File: src/rtl/gbom_pkg.sv
`timescale 1ns / 1ps

package gbom_pkg;

  // largest glyph box side handled by default
  localparam int unsigned MAX_GLYPH_DIM = 255;

  // opacity at or above this is treated as fully opaque
  localparam logic [7:0] NEAR_OPAQUE = 8'd253;

  // register map, one word per register
  localparam int unsigned NUM_REGS = 8;
  localparam int unsigned ADDR_W   = $clog2(NUM_REGS) + 2;

  typedef enum logic [2:0] {
    REG_BPP            = 3'd0,
    REG_OPACITY        = 3'd1,
    REG_GLYPH_WIDTH    = 3'd2,
    REG_GLYPH_HEIGHT   = 3'd3,
    REG_CLIP_COL_START = 3'd4,
    REG_CLIP_COL_END   = 3'd5,
    REG_CLIP_ROW_START = 3'd6,
    REG_CLIP_ROW_END   = 3'd7
  } reg_idx_t;

  // pixel depth as log2 of bits per pixel
  typedef enum logic [1:0] {
    DEPTH_1 = 2'd0,
    DEPTH_2 = 2'd1,
    DEPTH_4 = 2'd2,
    DEPTH_8 = 2'd3
  } depth_t;

  // classified byte travelling from front to back
  typedef struct packed {
    logic [7:0] data;
    logic       start;
    logic       depth_ok;
    depth_t     depth;
    logic [2:0] last_slot;
  } entry_t;

  // settings used while unpacking
  typedef struct packed {
    logic [7:0] opacity;
    logic [7:0] glyph_width;
    logic [7:0] glyph_height;
    logic [7:0] clip_col_start;
    logic [7:0] clip_col_end;
    logic [7:0] clip_row_start;
    logic [7:0] clip_row_end;
  } cfg_t;

endpackage

File: src/rtl/glyph_bitmap_to_opacity_mask_core.sv
`timescale 1ns / 1ps

// Unpacks a font glyph bitmap into 8-bit opacity mask values.
// Input channel (in_valid/in_ready): one packed bitmap byte per request,
// row-major, most significant pixel first; glyph_start restarts the position.
// Output channel (out_valid/out_ready): one request per pixel inside the
// clip window, with its column and row; last marks the final pixel of a
// byte and glyph_end the final pixel of the glyph.
// The user must write settings over the register port only while no byte is
// in flight; the block itself does not enforce this. Throughput: one pixel
// slot per cycle unless a receiver stall fills the hold and output registers;
// a byte has 8 slots at 1 bpp, 4 at 2 bpp, 2 at 4 bpp and 1 at 8 bpp.
// A pixel waits in the hold register to settle its last flag, then is output.
// A two-entry byte queue lets bytes be taken while results wait.
// When the receiver stalls, the output and hold registers fill, the walker
// stops and the queue backs up to in_ready.
// Reset restores the register defaults, clears the position and empties
// the queue and output.
module glyph_bitmap_to_opacity_mask_core #(
  parameter int unsigned MAX_GLYPH_DIM = gbom_pkg::MAX_GLYPH_DIM
) (
  input  logic                        clk,
  input  logic                        rst,
  input  logic                        psel,
  input  logic                        penable,
  input  logic                        pwrite,
  input  logic [gbom_pkg::ADDR_W-1:0] paddr,
  input  logic [31:0]                 pwdata,
  output logic [31:0]                 prdata,
  output logic                        pready,
  input  logic                        in_valid,
  output logic                        in_ready,
  input  logic [7:0]                  bitmap_byte,
  input  logic                        glyph_start,
  output logic                        out_valid,
  input  logic                        out_ready,
  output logic [7:0]                  mask_value,
  output logic [7:0]                  column,
  output logic [7:0]                  row,
  output logic                        last,
  output logic                        glyph_end
);

  logic [3:0]         bits_per_pixel;
  gbom_pkg::cfg_t     cfg;
  gbom_pkg::reg_idx_t reg_idx;
  logic               wr_en;
  logic               head_valid;
  gbom_pkg::entry_t   head;
  logic               pop;

  assign pready  = 1'b1;
  assign reg_idx = gbom_pkg::reg_idx_t'(paddr[gbom_pkg::ADDR_W-1:2]);
  assign wr_en   = psel && penable && pwrite && pready;

  // register writes
  always_ff @(posedge clk) begin
    if (rst) begin
      bits_per_pixel     <= 4'd4;
      cfg.opacity        <= 8'd255;
      cfg.glyph_width    <= 8'd0;
      cfg.glyph_height   <= 8'd0;
      cfg.clip_col_start <= 8'd0;
      cfg.clip_col_end   <= 8'd255;
      cfg.clip_row_start <= 8'd0;
      cfg.clip_row_end   <= 8'd255;
    end else if (wr_en) begin
      case (reg_idx)
        gbom_pkg::REG_BPP:            bits_per_pixel     <= pwdata[3:0];
        gbom_pkg::REG_OPACITY:        cfg.opacity        <= pwdata[7:0];
        gbom_pkg::REG_GLYPH_WIDTH:    cfg.glyph_width    <= pwdata[7:0];
        gbom_pkg::REG_GLYPH_HEIGHT:   cfg.glyph_height   <= pwdata[7:0];
        gbom_pkg::REG_CLIP_COL_START: cfg.clip_col_start <= pwdata[7:0];
        gbom_pkg::REG_CLIP_COL_END:   cfg.clip_col_end   <= pwdata[7:0];
        gbom_pkg::REG_CLIP_ROW_START: cfg.clip_row_start <= pwdata[7:0];
        gbom_pkg::REG_CLIP_ROW_END:   cfg.clip_row_end   <= pwdata[7:0];
        default: ;
      endcase
    end
  end

  // register reads
  always_comb begin
    case (reg_idx)
      gbom_pkg::REG_BPP:            prdata = {28'd0, bits_per_pixel};
      gbom_pkg::REG_OPACITY:        prdata = {24'd0, cfg.opacity};
      gbom_pkg::REG_GLYPH_WIDTH:    prdata = {24'd0, cfg.glyph_width};
      gbom_pkg::REG_GLYPH_HEIGHT:   prdata = {24'd0, cfg.glyph_height};
      gbom_pkg::REG_CLIP_COL_START: prdata = {24'd0, cfg.clip_col_start};
      gbom_pkg::REG_CLIP_COL_END:   prdata = {24'd0, cfg.clip_col_end};
      gbom_pkg::REG_CLIP_ROW_START: prdata = {24'd0, cfg.clip_row_start};
      gbom_pkg::REG_CLIP_ROW_END:   prdata = {24'd0, cfg.clip_row_end};
      default:                      prdata = 32'd0;
    endcase
  end

  // byte intake and classification
  gbom_front u_front (
    .clk            (clk),
    .rst            (rst),
    .bits_per_pixel (bits_per_pixel),
    .in_valid       (in_valid),
    .in_ready       (in_ready),
    .bitmap_byte    (bitmap_byte),
    .glyph_start    (glyph_start),
    .head_valid     (head_valid),
    .head           (head),
    .pop            (pop)
  );

  // pixel walk and coverage scaling
  gbom_back #(
    .MAX_DIM (MAX_GLYPH_DIM)
  ) u_back (
    .clk        (clk),
    .rst        (rst),
    .cfg        (cfg),
    .head_valid (head_valid),
    .head       (head),
    .pop        (pop),
    .out_valid  (out_valid),
    .out_ready  (out_ready),
    .mask_value (mask_value),
    .column     (column),
    .row        (row),
    .last       (last),
    .glyph_end  (glyph_end)
  );

endmodule

File: src/rtl/gbom_front.sv
`timescale 1ns / 1ps

module gbom_front (
  input  logic                clk,
  input  logic                rst,
  input  logic [3:0]          bits_per_pixel,
  input  logic                in_valid,
  output logic                in_ready,
  input  logic [7:0]          bitmap_byte,
  input  logic                glyph_start,
  output logic                head_valid,
  output gbom_pkg::entry_t    head,
  input  logic                pop
);

  gbom_pkg::entry_t q [2];
  gbom_pkg::entry_t entry_in;
  logic             wr_ptr;
  logic             rd_ptr;
  logic [1:0]       count;
  logic             push;

  // classify the byte by the current pixel depth
  always_comb begin
    entry_in.data  = bitmap_byte;
    entry_in.start = glyph_start;
    case (bits_per_pixel)
      4'd1: begin
        entry_in.depth_ok  = 1'b1;
        entry_in.depth     = gbom_pkg::DEPTH_1;
        entry_in.last_slot = 3'd7;
      end
      4'd2: begin
        entry_in.depth_ok  = 1'b1;
        entry_in.depth     = gbom_pkg::DEPTH_2;
        entry_in.last_slot = 3'd3;
      end
      4'd3, 4'd4: begin
        entry_in.depth_ok  = 1'b1;
        entry_in.depth     = gbom_pkg::DEPTH_4;
        entry_in.last_slot = 3'd1;
      end
      4'd8: begin
        entry_in.depth_ok  = 1'b1;
        entry_in.depth     = gbom_pkg::DEPTH_8;
        entry_in.last_slot = 3'd0;
      end
      default: begin
        entry_in.depth_ok  = 1'b0;
        entry_in.depth     = gbom_pkg::DEPTH_8;
        entry_in.last_slot = 3'd0;
      end
    endcase
  end

  assign in_ready   = (count != 2'd2);
  assign push       = in_valid && in_ready;
  assign head_valid = (count != 2'd0);
  assign head       = q[rd_ptr];

  // two-entry queue towards the unpacker
  always_ff @(posedge clk) begin
    if (rst) begin
      wr_ptr <= 1'b0;
      rd_ptr <= 1'b0;
      count  <= 2'd0;
    end else begin
      if (push) begin
        wr_ptr <= ~wr_ptr;
      end
      if (pop) begin
        rd_ptr <= ~rd_ptr;
      end
      if (push && !pop) begin
        count <= count + 2'd1;
      end else if (pop && !push) begin
        count <= count - 2'd1;
      end
    end
  end

  always_ff @(posedge clk) begin
    if (push) begin
      q[wr_ptr] <= entry_in;
    end
  end

endmodule

File: src/rtl/gbom_back.sv
`timescale 1ns / 1ps

module gbom_back #(
  parameter int unsigned MAX_DIM = gbom_pkg::MAX_GLYPH_DIM
) (
  input  logic             clk,
  input  logic             rst,
  input  gbom_pkg::cfg_t   cfg,
  input  logic             head_valid,
  input  gbom_pkg::entry_t head,
  output logic             pop,
  output logic             out_valid,
  input  logic             out_ready,
  output logic [7:0]       mask_value,
  output logic [7:0]       column,
  output logic [7:0]       row,
  output logic             last,
  output logic             glyph_end
);

  // position state
  logic [2:0] slot;
  logic [7:0] col_cnt;
  logic [7:0] row_cnt;
  logic       fin;

  // result waiting to learn whether it closes its byte
  logic       hold_valid;
  logic       hold_closed;
  logic [7:0] hold_mask;
  logic [7:0] hold_col;
  logic [7:0] hold_row;
  logic       hold_end;

  logic [7:0] w_cap;
  logic [7:0] h_cap;
  logic       clr;
  logic [7:0] c0;
  logic [7:0] r0;
  logic       f0;
  logic [8:0] c1;
  logic [8:0] r1;
  logic [8:0] c2;
  logic [8:0] r2;
  logic [7:0] c_next;
  logic [7:0] r_next;
  logic       f_next;
  logic       stop;
  logic       is_end;
  logic       visible;
  logic       byte_done;
  logic       out_free;
  logic       step;
  logic       hold_move;
  logic [5:0] shamt_wide;
  logic [7:0] shifted;
  logic [7:0] cov;
  logic [15:0] prod;
  logic [7:0] pix_mask;

  // box size limited to the largest supported side
  assign w_cap = (32'(cfg.glyph_width) > MAX_DIM) ? 8'(MAX_DIM) : cfg.glyph_width;
  assign h_cap = (32'(cfg.glyph_height) > MAX_DIM) ? 8'(MAX_DIM) : cfg.glyph_height;

  // walk one pixel slot of the head byte
  always_comb begin
    clr     = (slot == 3'd0) && head.start;
    c0      = clr ? 8'd0 : col_cnt;
    r0      = clr ? 8'd0 : row_cnt;
    f0      = clr ? 1'b0 : fin;
    c1      = {1'b0, c0};
    r1      = {1'b0, r0};
    c2      = c1;
    r2      = r1;
    c_next  = c0;
    r_next  = r0;
    f_next  = f0;
    stop    = 1'b0;
    is_end  = 1'b0;
    visible = 1'b0;
    if (!head.depth_ok || f0) begin
      stop = 1'b1;
    end else begin
      if ({1'b0, c0} >= {1'b0, w_cap}) begin
        c1 = 9'd0;
        r1 = {1'b0, r0} + 9'd1;
      end
      if ((w_cap == 8'd0) || (r1 >= {1'b0, h_cap})) begin
        // glyph box exhausted before this slot
        f_next = 1'b1;
        c_next = c1[7:0];
        r_next = r1[7:0];
        stop   = 1'b1;
      end else begin
        c2 = c1 + 9'd1;
        r2 = r1;
        if (c2 >= {1'b0, w_cap}) begin
          c2 = 9'd0;
          r2 = r1 + 9'd1;
        end
        is_end  = (r2 >= {1'b0, h_cap});
        f_next  = is_end;
        c_next  = c2[7:0];
        r_next  = r2[7:0];
        visible = (c1[7:0] >= cfg.clip_col_start) && (c1[7:0] < cfg.clip_col_end) &&
                  (r1[7:0] >= cfg.clip_row_start) && (r1[7:0] < cfg.clip_row_end);
      end
    end
    byte_done = stop || is_end || (slot == head.last_slot);
  end

  // coverage of the current slot
  always_comb begin
    shamt_wide = {3'b000, slot} << head.depth;
    shifted    = head.data << shamt_wide[2:0];
    case (head.depth)
      gbom_pkg::DEPTH_1: cov = shifted[7] ? 8'hFF : 8'h00;
      gbom_pkg::DEPTH_2: cov = 8'({6'd0, shifted[7:6]} * 8'd85);
      gbom_pkg::DEPTH_4: cov = 8'({4'd0, shifted[7:4]} * 8'd17);
      gbom_pkg::DEPTH_8: cov = shifted;
      default:           cov = shifted;
    endcase
    prod = {8'd0, cov} * {8'd0, cfg.opacity};
    if (cfg.opacity < gbom_pkg::NEAR_OPAQUE) begin
      pix_mask = (cov == 8'hFF) ? cfg.opacity : prod[15:8];
    end else begin
      pix_mask = cov;
    end
  end

  // handshake between slot walk, hold stage and output register
  assign out_free  = !out_valid || out_ready;
  assign step      = head_valid && (!hold_valid || out_free);
  assign hold_move = hold_valid && out_free && (hold_closed || (step && visible));
  assign pop       = step && byte_done;

  always_ff @(posedge clk) begin
    if (rst) begin
      slot        <= 3'd0;
      col_cnt     <= 8'd0;
      row_cnt     <= 8'd0;
      fin         <= 1'b0;
      hold_valid  <= 1'b0;
      hold_closed <= 1'b0;
      out_valid   <= 1'b0;
    end else begin
      if (step) begin
        col_cnt <= c_next;
        row_cnt <= r_next;
        fin     <= f_next;
        slot    <= byte_done ? 3'd0 : slot + 3'd1;
      end
      if (hold_move) begin
        out_valid <= 1'b1;
      end else if (out_ready) begin
        out_valid <= 1'b0;
      end
      if (step && visible) begin
        hold_valid  <= 1'b1;
        hold_closed <= byte_done;
      end else if (hold_move) begin
        hold_valid <= 1'b0;
      end else if (step && byte_done && hold_valid) begin
        hold_closed <= 1'b1;
      end
    end
  end

  // result payload
  always_ff @(posedge clk) begin
    if (step && visible) begin
      hold_mask <= pix_mask;
      hold_col  <= c1[7:0];
      hold_row  <= r1[7:0];
      hold_end  <= is_end;
    end
    if (hold_move) begin
      mask_value <= hold_mask;
      column     <= hold_col;
      row        <= hold_row;
      glyph_end  <= hold_end;
      last       <= hold_closed;
    end
  end

endmodule

File: config.mk
export PLATFORM = sky130hd
export DESIGN_NAME = glyph_bitmap_to_opacity_mask_core
export DESIGN_NICKNAME = d
export VERILOG_FILES = /design/src/rtl/gbom_pkg.sv /design/src/rtl/glyph_bitmap_to_opacity_mask_core.sv /design/src/rtl/gbom_front.sv /design/src/rtl/gbom_back.sv
export SDC_FILE = /design/constraint.sdc
export NUM_CORES = 1
export LEC_CHECK = 0
export CAP_MARGIN = 30
export CORE_ASPECT_RATIO = 1.4
export CORE_MARGIN = 2
export CORE_UTILIZATION = 55
export CTS_CLUSTER_SIZE = 30
export DETAILED_ROUTE_END_ITERATION = 10
export DONT_BUFFER_PORTS = 1
export PLACE_DENSITY = 0.8
export SLEW_MARGIN = 15
export SYNTH_ARGS = -nofsm -noshare
export SYNTH_HDL_FRONTEND = slang
export SYNTH_SLANG_ARGS = --single-unit
File: constraint.sdc
create_clock -name clk -period 10.13 [get_ports clk]
set_input_delay 0 -clock clk [delete_from_list [all_inputs] [get_ports clk]]
set_output_delay 0 -clock clk [all_outputs]
set_load 0.1 [all_outputs]
==> flow_summary.ini, run 1 <==
[critical_path]
crit_slowest_cell = dfxtp_1
start_kind = flop
reg2reg_from = u_back.slot[0]$_SDFFE_PP0P_
worst-path-buf-inv = 4
crit_top_cell = a21o_1
crit_family = compound AO/OA/AOI/OAI gates
crit_arrival_ps = 9770
critPathMaxStageDelay_ps = 550
cp-end-kind = flop
cp-startpoint = u_back.slot[0]$_SDFFE_PP0P_
crit_required_ps = 10500
crit_path_max_fanout = 19
critical_path_class = reg2reg

[drt]
final_antenna_net_count = 0
wl_met2_um = 16030
top_layer_used = met4
first_iter_violations = 747
vias = 9875
finalWirelength_um = 31250
drc = 0
detail_route.vias_per_cell = 5.996
drt-met1-wl_um = 11740
drt_pass1_iterations = 5
wl_met3_um = 1672
post_drt_wl_per_cell_um = 18.97

[timing]
min_period_over_period_pct = 92.85
maxSlewHeadroom_pct = 33.40
fin_skew_ps = 10.50
grt_setup_unrepaired = false
hold_viol = 0
worst_slew_pin_slew_ps = 998.8
period_needed_ps = 9406
drv_slew = 0
fmax_ghz = 0.1063
finalSetupTns_ps = 0
final-setup-viol-count = 0

[grt]
overflow = 0
grt_pass1_wl_um = 50120
grt_pass1_vias = 9835
antenna_found_initial = 1
grt_max_degree = 89
track_usage_pct = 27.35

[cts]
cts_made_buffers = 17
cts_buffer_depth = 2
clkLatencyLatePin_ps = 440
cts_htree_levels = 4
cts_tree = built
cts_sinks = 169
path_clk_slew_ps = 70
cts_root_buf = clkbuf_16

[layout]
syn_to_final_growth_pct = 10.76
final_cell_mix = nor2_1 (144), inv_1 (124), nand2_1 (110)
largest_reg_flops = 56
top_regs = cfg: 56 flops, u_front.q: 30 flops
final_net_count = 1524
top_register = cfg
n_fill_cell = 1805
fin_util_pct = 61.80
design_area_um2 = 13460
layout_commonest_cell = nor2_1
drive_gt1_share_pct = 8.377

[yosys]
ys_ff_latch = 169
synth_mux_area_share_pct = 6.641
synthCells = 1316
syn_area_um2 = 12150
synth_compound_area_share_pct = 16.06
yosysTopAreaCell = edfxtp_1
synth_top_family_by_area = simple AND/OR/NAND/NOR gates
synth_adder_area_share_pct = 16.06
yosys.area_share.simple_pct = 16.81
synth_xor_xnor_area_share_pct = 2.450
async_flop_share_pct = 0
yosys_warnings = 0
ys_types = 98
yosys-top-cells-area = edfxtp_1 (20%), dfxtp_1 (14%), ha_1 (10%)
synth_flop_cell = dfxtp_1
netlist.area_leader.share_pct = 20.01
seq_area_frac_synth_pct = 34.51
synth_edf_count = 81
synth_area_per_cell_um2 = 9.235

[placement]
gp_congestion = 0.9581
portBuffers = 0
dp_hpwl_um = 22980
dpl_cell_area_um2 = 12550

[die]
die-width_um = 129.6
fp.coreArea_um2 = 21780
io_pins = 114
die-area_um2 = 23320
die_h_um = 179.9
initial_core_util_pct = 55.80
fp-row-count = 64

[status]
status = finished clean

[flow_run]
drv_cap = 0

[min_path]
hp-class = in2reg
hold_start = paddr[4]
-- repair_timing --
item	4_1_cts	5_1_grt
setup endpoints to repair	0	0
hold buffers	26	0
gates resized for setup	0	0
buffers inserted	0	0
endpoints found under the hold margin	106	0
-- final timing paths --
kind,end,slack (ps),depth (start not counted)
worst max-delay path,u_front.count[1]$_SDFFE_PP0P_,720,37
worst min-delay path,cfg[16]$_SDFFE_PP1P_,70,4
worst max register to register,u_front.count[1]$_SDFFE_PP0P_,720,37
worst min register to register,u_back.mask_value[7]$_DFFE_PP_,420,0
-- layer usage --
layer / up-vias / global-route usage [%]
met5: - / 0
met4: 0 / 15.61
met3: 112 / 4.881
met2: 399 / 47.20
met1: 4721 / 31.29
li1: 4643 / -
-- metrics by stage --
stage	std cells	hold WS [ps]	setup WS, ps
floorplan	1339	98.87	1972
global placement	1574	79.46	1110
detailed placement	1583	80.35	885.1
global route	1647	106.0	224.6
finish	1647	73.44	724.3
CTS	1641	51.24	834.5
-- Yosys cell counts (all sizes together), types with 5 or more instances --
library cell and n:
a2111oi 8, a211o 28, a211oi 8, a21o 22
a21oi 65, a22o 7, a311oi 5, a31oi 5
and2 24, and3 6, buf 36, clkbuf 47
dfxtp 88, edfxtp 81, fa 35, ha 100
inv 124, mux2 10, mux2i 60, nand2 111
nand2b 16, nand3 14, nand4 13, nor2 147
nor2b 15, nor3 30, nor4 7, o211ai 5
o21a 8, o21ai 46, o22ai 6, o31ai 8
or2 5, or3 9, or4 5, xnor2 22
xor2 12
-- worst register-to-register path: cells and delay by family (launching register included) --
family | cells | cell delay (ps)
AO/OA/AOI/OAI | 18 | 3870
AND/OR/NAND/NOR | 8 | 2130
adder cells (fa/ha/maj) | 6 | 1590
buffers and inverters | 4 | 750
flip-flops | 1 | 550
multiplexers | 1 | 420
-- final cells by class --
class	count	area [um2]	share of cell area [%]
Timing Repair Buffer	61	671.9	4.992
Multi-Input combinational cell	961	7173	53.29
Tap cell	297	371.6	2.761
Antenna cell	1	2.502	0.01859
Sequential cell	169	4194	31.16
Inverter	126	473.0	3.514
Clock buffer	18	429.2	3.188
Clock inverter	14	145.1	1.078
-- cells by family after synthesis --
group	Yosys count
compound gates	270
xor+xnor	34
fa+ha+maj	135
buf+inv	209
flops	169
mux	74
other cells	2
simple gates	423
Power of run 1 is left out: the tool's default activity adds up to more than one toggle a clock period on the data nets, which glitch-free logic cannot reach.
==> run 2: changes to the inputs <==
PLACE_DENSITY = 0.7   (was 0.8)
==> flow_summary.ini, run 2 (synthesis gave the netlist of run 1 again) <==
[timing]
hold_viol = 0
final-setup-viol-count = 0
period_needed_ps = 9428
min_period_over_period_pct = 93.07
drv_slew = 0
maxSlewHeadroom_pct = 33.89
fin_skew_ps = 8.582
grt_setup_unrepaired = false
worst_slew_pin_slew_ps = 991.4
fmax_ghz = 0.1061
finalSetupTns_ps = 0

[die]
die-width_um = 129.6
die_h_um = 179.9
io_pins = 114
die-area_um2 = 23320
fp-row-count = 64
initial_core_util_pct = 55.80
fp.coreArea_um2 = 21780

[cts]
cts_made_buffers = 17
clkLatencyLatePin_ps = 450
cts_tree = built
cts_htree_levels = 4
path_clk_slew_ps = 70
cts_buffer_depth = 2
cts_root_buf = clkbuf_16
cts_sinks = 169
cts-resized-gates = 0

[placement]
dpl_cell_area_um2 = 12580
gp_congestion = 0.9291
portBuffers = 0
dp_hpwl_um = 23130

[layout]
top_regs = cfg: 56 flops, u_front.q: 30 flops
largest_reg_flops = 56
top_register = cfg
syn_to_final_growth_pct = 10.91
final_net_count = 1526
final_cell_mix = nor2_1 (144), inv_1 (124), nand2_1 (110)
layout_commonest_cell = nor2_1
drive_gt1_share_pct = 8.586
n_fill_cell = 1898
regArea_um2 = 4194
design_area_um2 = 13480
n_antenna_cell = 0
fin_util_pct = 61.89
multiInputGateArea_um2 = 7174

[critical_path]
critPathMaxStageDelay_ps = 530
cp-end-kind = flop
start_kind = flop
crit_path_max_fanout = 19
r2r-end = u_front.count[1]$_SDFFE_PP0P_
critical_path_class = reg2reg
cp-startpoint = u_back.slot[0]$_SDFFE_PP0P_
crit_slowest_cell = a41oi_1
r2r_cells = 38
regToRegSetupSlack_ps = 700
reg2reg_from = u_back.slot[0]$_SDFFE_PP0P_
crit_required_ps = 10500
crit_top_cell = a21o_1
crit_arrival_ps = 9800

[grt]
grt_pass1_wl_um = 49440
overflow = 0
grt_max_degree = 89
grt_pass1_vias = 9655
antenna_found_initial = 0
track_usage_pct = 27.13

[min_path]
hold_start = paddr[3]
holdPathStages = 4
whs_endpoint = cfg[51]$_SDFFE_PP1P_
hp-class = in2reg

[status]
status = finished clean

[drt]
first_iter_violations = 721
post_drt_wl_per_cell_um = 18.81
finalWirelength_um = 31000
detail_route.vias_per_cell = 5.884
drc = 0
drt_pass1_iterations = 5
vias = 9697
final_antenna_net_count = 0

[flow_run]
drv_cap = 0
run 2: changes by cell type in the layout (fill, tap and decap cells not counted), sizes merged:
cell,before,now
buf,34,37
clkbuf,19,18
clkinv,2,5
clkinvlp,3,1
diode,1,0
dlymetal6s2s,1,0
run 2: final cells by class:
| class | instances | share of cell area, % |
|---|---|---|
| Inverter | 126 | 3.509 |
| Clock buffer | 17 | 3.156 |
| Timing Repair Buffer | 63 | 5.059 |
| Multi-Input combinational cell | 961 | 53.23 |
| Tap cell | 297 | 2.757 |
| Sequential cell | 169 | 31.11 |
| Clock inverter | 15 | 1.179 |
run 2: how the worst max path moves through the flow:
stage	endpoint
floorplan	u_front.count[1]$_SDFFE_PP0P_
global placement	u_front.count[1]$_SDFFE_PP0P_
detailed placement	u_front.count[1]$_SDFFE_PP0P_
CTS	u_front.count[1]$_SDFFE_PP0P_
global route	u_front.count[1]$_SDFFE_PP0P_
finish	u_front.count[1]$_SDFFE_PP0P_
run 2: what timing repair did:
item / CTS / global route
buffers inserted: 0 / 0
hold buffers: 26 / 0
endpoints found under the hold margin: 106 / 0
run 2: per-layer routing:
layer | global-route usage [%] | up-vias | share of wire, %
li1 | - | 4655 | -
met5 | 0 | - | 0
met1 | 30.93 | 4627 | 39
met2 | 47.23 | 319 | 51
met4 | 16.22 | 0 | 5.8
met3 | 3.899 | 96 | 4.3
run 2: worst max-delay path: cells and delay by family, from the launching register on:
kind                     cells  cell delay, ps
adder cells (fa/ha/maj)      6            1610
AND/OR/NAND/NOR              9            2270
buffers and inverters        4             720
flip-flops                   1             520
AO/OA/AOI/OAI               18            3960
XOR/XNOR                     1             300
run 2: through the flow:
step / worst slack [ps] / std cells / hold WS (ps)
global placement: 1099 / 1574 / 78.13
CTS: 845.7 / 1645 / 2.086
global route: 154.6 / 1648 / 31.32
detailed placement: 907.8 / 1587 / 79.77
floorplan: 1972 / 1339 / 98.87
finish: 702.4 / 1648 / 11.27
Power of run 2 is left out for the same reason.
